--- src/lcs_pkg.sv ---
// Shared constants, codes and types for the lever calibrate-and-scale block.
// No dependencies; used by lcs_div and lever_calibrate_and_scale.
package lcs_pkg;

  // Default converter width and fixed field widths
  localparam int ADC_BITS_DEF = 16;
  localparam int DZ_W         = 13;
  localparam int SPAN_W       = 16;
  localparam int POS_W        = 15;
  localparam int PHASE_W      = 3;
  localparam int ERR_W        = 2;
  localparam int CFG_IDX_W    = 2;
  localparam int CFG_DATA_W   = 16;

  // Shared divider geometry
  localparam int DIVIDEND_W = 32;
  localparam int DIVISOR_W  = 16;

  // Fixed-point constants
  localparam logic [DIVISOR_W-1:0]  FRAC_DEN   = 16'd10000;
  localparam logic [DIVIDEND_W-1:0] CEIL_BIAS  = 32'd9999;
  localparam logic [POS_W-1:0]      FULL_POS   = 15'd25600;
  localparam logic [DIVIDEND_W-1:0] SCALE_NUM  = 32'd1677721600; // 25600 << 16

  // Reciprocal of 10000: (x * FRAC_RECIP) >> FRAC_SHIFT is exact for x below 2^31
  localparam int                    FRAC_SHIFT = 44;
  localparam logic [DIVIDEND_W-1:0] FRAC_RECIP = 32'd1759218605;

  // Configuration reset values
  localparam logic [DZ_W-1:0]   LOW_DZ_RST   = 13'd225;
  localparam logic [DZ_W-1:0]   HIGH_DZ_RST  = 13'd175;
  localparam logic [DZ_W-1:0]   HYST_W_RST   = 13'd50;
  localparam logic [SPAN_W-1:0] MIN_SPAN_RST = 16'd25000;

  // Configuration register indexes
  localparam logic [CFG_IDX_W-1:0] CFG_LOW_DZ   = 2'd0;
  localparam logic [CFG_IDX_W-1:0] CFG_HIGH_DZ  = 2'd1;
  localparam logic [CFG_IDX_W-1:0] CFG_HYST_W   = 2'd2;
  localparam logic [CFG_IDX_W-1:0] CFG_MIN_SPAN = 2'd3;

  // Calibration phase codes
  localparam logic [PHASE_W-1:0] PH_WAIT_FWD = 3'd0;
  localparam logic [PHASE_W-1:0] PH_CAP_MAX  = 3'd1;
  localparam logic [PHASE_W-1:0] PH_WAIT_RST = 3'd2;
  localparam logic [PHASE_W-1:0] PH_CAP_MIN  = 3'd3;
  localparam logic [PHASE_W-1:0] PH_READY    = 3'd4;

  // Error codes
  localparam logic [ERR_W-1:0] ERR_NONE  = 2'd0;
  localparam logic [ERR_W-1:0] ERR_BOTH  = 2'd1;
  localparam logic [ERR_W-1:0] ERR_SPAN  = 2'd2;

  // Request into the shared divider
  typedef struct packed {
    logic                  start;
    logic [DIVIDEND_W-1:0] dividend;
    logic [DIVISOR_W-1:0]  divisor;
  } div_req_t;

endpackage

--- src/lcs_div.sv ---
// Shared restoring divider, one quotient bit per cycle.
// Depends on lcs_pkg (widths, div_req_t).
module lcs_div
  import lcs_pkg::*;
(
  input  logic                  clk,
  input  logic                  rst,
  input  div_req_t              req,
  output logic                  done,
  output logic [DIVIDEND_W-1:0] quotient
);

  localparam int CNT_W = $clog2(DIVIDEND_W);

  logic                  busy;
  logic [CNT_W-1:0]      cnt;
  logic [DIVISOR_W-1:0]  rem;
  logic [DIVISOR_W-1:0]  dsr;
  logic [DIVISOR_W:0]    trial;
  logic                  fits;

  // Shift in next dividend bit and test against divisor
  assign trial = {rem, quotient[DIVIDEND_W-1]};
  assign fits  = trial >= {1'b0, dsr};

  always_ff @(posedge clk) begin
    if (rst) begin
      busy <= 1'b0;
      done <= 1'b0;
      cnt  <= '0;
    end else begin
      done <= 1'b0;
      if (req.start) begin
        busy <= 1'b1;
        cnt  <= '0;
      end else if (busy) begin
        cnt <= cnt + 1'b1;
        if (cnt == CNT_W'(DIVIDEND_W - 1)) begin
          busy <= 1'b0;
          done <= 1'b1;
        end
      end
    end
  end

  // Datapath: remainder and quotient shift register
  always_ff @(posedge clk) begin
    if (req.start) begin
      quotient <= req.dividend;
      rem      <= '0;
      dsr      <= req.divisor;
    end else if (busy) begin
      if (fits) begin
        rem      <= DIVISOR_W'(trial - {1'b0, dsr});
        quotient <= {quotient[DIVIDEND_W-2:0], 1'b1};
      end else begin
        rem      <= trial[DIVISOR_W-1:0];
        quotient <= {quotient[DIVIDEND_W-2:0], 1'b0};
      end
    end
  end

endmodule

--- config.mk ---
export PLATFORM = sky130hd
export DESIGN_NAME = lcs_div
export DESIGN_NICKNAME = d
export VERILOG_FILES = /design/src/lcs_pkg.sv /design/src/lcs_div.sv
export SDC_FILE = /design/constraint.sdc
export NUM_CORES = 1
export LEC_CHECK = 0
export BUFFER_PORTS_ARGS = -buffer_cell sky130_fd_sc_hd__buf_4
export CORE_ASPECT_RATIO = 0.9
export CORE_MARGIN = 10
export CORE_UTILIZATION = 31
export DETAILED_ROUTE_END_ITERATION = 12
export GPL_TIMING_DRIVEN = 0
export SYNTH_ARGS = -nofsm -noshare
export SYNTH_HDL_FRONTEND = slang
export SYNTH_SLANG_ARGS = --single-unit
--- constraint.sdc ---
create_clock -name clk -period 2.9 [get_ports clk]
set_input_delay 0.435 -clock clk [delete_from_list [all_inputs] [get_ports clk]]
set_output_delay 0.435 -clock clk [all_outputs]
set_load 0.01 [all_outputs]
==> summary.txt <==
Setup path
  • Worst EP arrival: 2.72 ns
  • Max FO, Critical Path: 4
  • CP Launch Type: flop
  • Worst endpoint required time: 3.11 ns
  • Crit path kind: reg -> reg
  • CP Capture Type: flop
  • Reg2reg setup slack: 0.39 ns

Detailed routing
  • First-pass DRT Iterations: 5
  • Residual DRC: 0
  • Vias per cell: 5.12
  • WL per Instance: 16.5 µm
  • Post-DRT Antenna Nets: 0
  • Initial DRC Count: 131
  • Detailed Route WL: 10.2 mm
  • Routed vias: 3167

Placed design
  • Number of port buffers: 83
  • Placer Congestion: 0.824
  • DP Cell Count: 602
  • Hpwl dp: 7.80 mm
  • Placed inst area: 4720 µm²

Timing
  • Worst slew pin tran: 1.24 ns
  • Final hold violation count: 0
  • Final TNS setup: 0 ns
  • Clock skew: 0.00591 ns
  • Fmax: 398 MHz
  • Max-slew violations: 0
  • Worst slew margin: 17.0%
  • Final worst path period share: 86.7%
  • RSZ-0062 raised after global routing: false
  • Setup violators final: 0
  • Final worst path period need: 2.51 ns

Die
  • Starting Density: 32.0%
  • # IOs: 84
  • Die height: 126 µm
  • Core ar.: 12200 µm²
  • Site Rows: 38
  • Die W: 138 µm
  • DIE AREA: 17500 µm²

Clock network
  • CTS Sinks: 71
  • CTS-repair resized insts: 0
  • CTS tree: built
  • Root buf cell: clkbuf_16
  • Clk slew on worst S/H paths: 0.05 ns
  • Clock insertion delay at the later pin of the skew report: 0.33 ns
  • TritonCTS Buffers: 9
  • H-Tree Depth: 3
  • Post-CTS Setup Inserts: 0
  • Hold-fix buffers at CTS: 0
  • CTS max path bufs: 2

Global routing
  • First-pass GRT wire length: 16.9 mm
  • Antenna violations before repair: 0
  • GRT Total Usage: 11.6%
  • Congestion Overflow GR: 0
  • Largest net degree at the start of global routing: 33
  • Vias in the first global route: 3360

Yosys
  • Mapped Avg Cell Area: 10.9 µm²
  • Synth top area cells: edfxtp_1 (37%), dfxtp_1 (12%), mux2_2 (9.2%)
  • Post-Syn Instances: 359
  • Yosys cell types: 55
  • Fraction of registers with async set or reset after synthesis: 0%
  • Post-synth EDFFs: 48
  • Sequential share of the synthesized area: 48.8%
  • Mapped Area: 3900 µm²
  • Synth Flop Type: edfxtp_1
  • Synth Register Bits: 71
  • Most common cell in the netlist: edfxtp_1
  • Top cells by count, synth: edfxtp_1 (48), nor2_1 (38), mux2_2 (32)
  • Biggest area consumer among synthesized cells: edfxtp_1
  • Synth top area share: 37.0%
  • Synth warn: 0
  • Syn Nets: 429

Layout
  • Final std cells w/o fill: 618
  • P&R area growth vs syn: 28.3%
  • N_diodes: 0
  • Post-route cell area: 5000 µm²
  • # fillers: 1185
  • Final Net Count: 523
  • Share of layout cells above drive strength 1: 31.0%

Status
  • Status: finished, final reports clean

Job
  • Max-cap violations: 0

Pwr
  • P_leak: 2.02 nW
  • Peak VDD IR: 0.340 mV
  • PD cells: 584 nW/µm²

Hold path
  • Min-Delay Path Class: in -> reg
==> cell families after synthesis <==
logic type	synth area share (%)
and+or+nand+nor	12.3
xor gates and xnor gates	2.70
AOI/OAI and AO/OA	15.1
DFF	48.8
adders and majority gates	6.29
buffers and inverters	4.59
muxes	10.3
==> metrics by stage <==
step                      util [%]  power (W)  setup WS, ns  hold slack (ns)
after global placement        38.8    0.00188         0.208            0.484
after CTS                     41.1    0.00295         0.398            0.266
final                         41.1    0.00292         0.387            0.276
after detailed placement      38.8    0.00189         0.176            0.502
after floorplan                  -    0.00165         0.724            0.465
after global routing          41.1    0.00306         0.238            0.265
==> critical path: stages, from the launching register on <==
cell	delay (ns)
edfxtp_1	0.35
inv_1	0.07
ha_1	0.22
fa_1	0.41
nand2b_1	0.21
a211oi_1	0.35
o31a_1	0.27
nor3_1	0.07
nor3b_1	0.35
o21ai_1	0.09
==> state kept, by name, indices dropped and copies added (netlist names) <==
name / cells
done: 1
busy: 1
quotient: 32
cnt: 5
rem: 16
dsr: 16
==> routing by layer <==
layer | part of all wire [%] | vias up | global-route usage, %
li1 | - | 1514 | -
met1 | 40 | 1498 | 12.9
met2 | 46 | 132 | 18.8
met3 | 11 | 23 | 5.63
met4 | 2.5 | 0 | 4.89
met5 | 0 | - | 0
==> worst paths after layout <==
check,cells after the start,startpoint,to
hold / removal,2,rst,busy$_SDFF_PP0_
setup / recovery,9,quotient[31]$_DFFE_PP_,rem[12]$_SDFFE_PP0P_
setup reg to reg,9,quotient[31]$_DFFE_PP_,rem[12]$_SDFFE_PP0P_
hold reg to reg,2,rem[6]$_SDFFE_PP0P_,rem[6]$_SDFFE_PP0P_
==> cells in the final DEF (no fill, tap or decap), types with 4 or more instances in the layout <==
cell type  instances
a21oi_1           13
a311oi_1           7
a32oi_1            6
buf_4             85
clkbuf_1          13
clkbuf_16          9
clkinv_1           4
dfxtp_1           23
edfxtp_1          48
ha_1              18
inv_1             23
mux2_2            32
mux2i_1            4
nand2_1           20
nand2b_1           7
nand3_1           12
nand4_1            5
nor2_1            38
nor2b_1            5
nor3_1             6
o21ai_0            6
o21ai_1           13
xnor2_1            9
==> report_power, final <==
| group | leakage (nW) | switching (W) | internal (W) |
|---|---|---|---|
| clock network | 0.133 | 0.000391 | 0.000653 |
| logic | 1.22 | 0.000344 | 0.000296 |
| registers | 0.667 | 0.0000505 | 0.00119 |
==> layout make-up <==
cell class | count | area [µm²] | share of cell area [%]
well taps | 160 | 200 | 4.00
flip-flops and latches | 71 | 1900 | 38.0
multi-input cells | 247 | 1820 | 36.3
plain buffers | 18 | 92.6 | 1.85
inverters | 23 | 86.3 | 1.73
repair buffers | 83 | 623 | 12.5
clock buffers | 10 | 229 | 4.58
clock inverters | 6 | 52.6 | 1.05
Note: power is estimated with default switching activity, not from simulation.
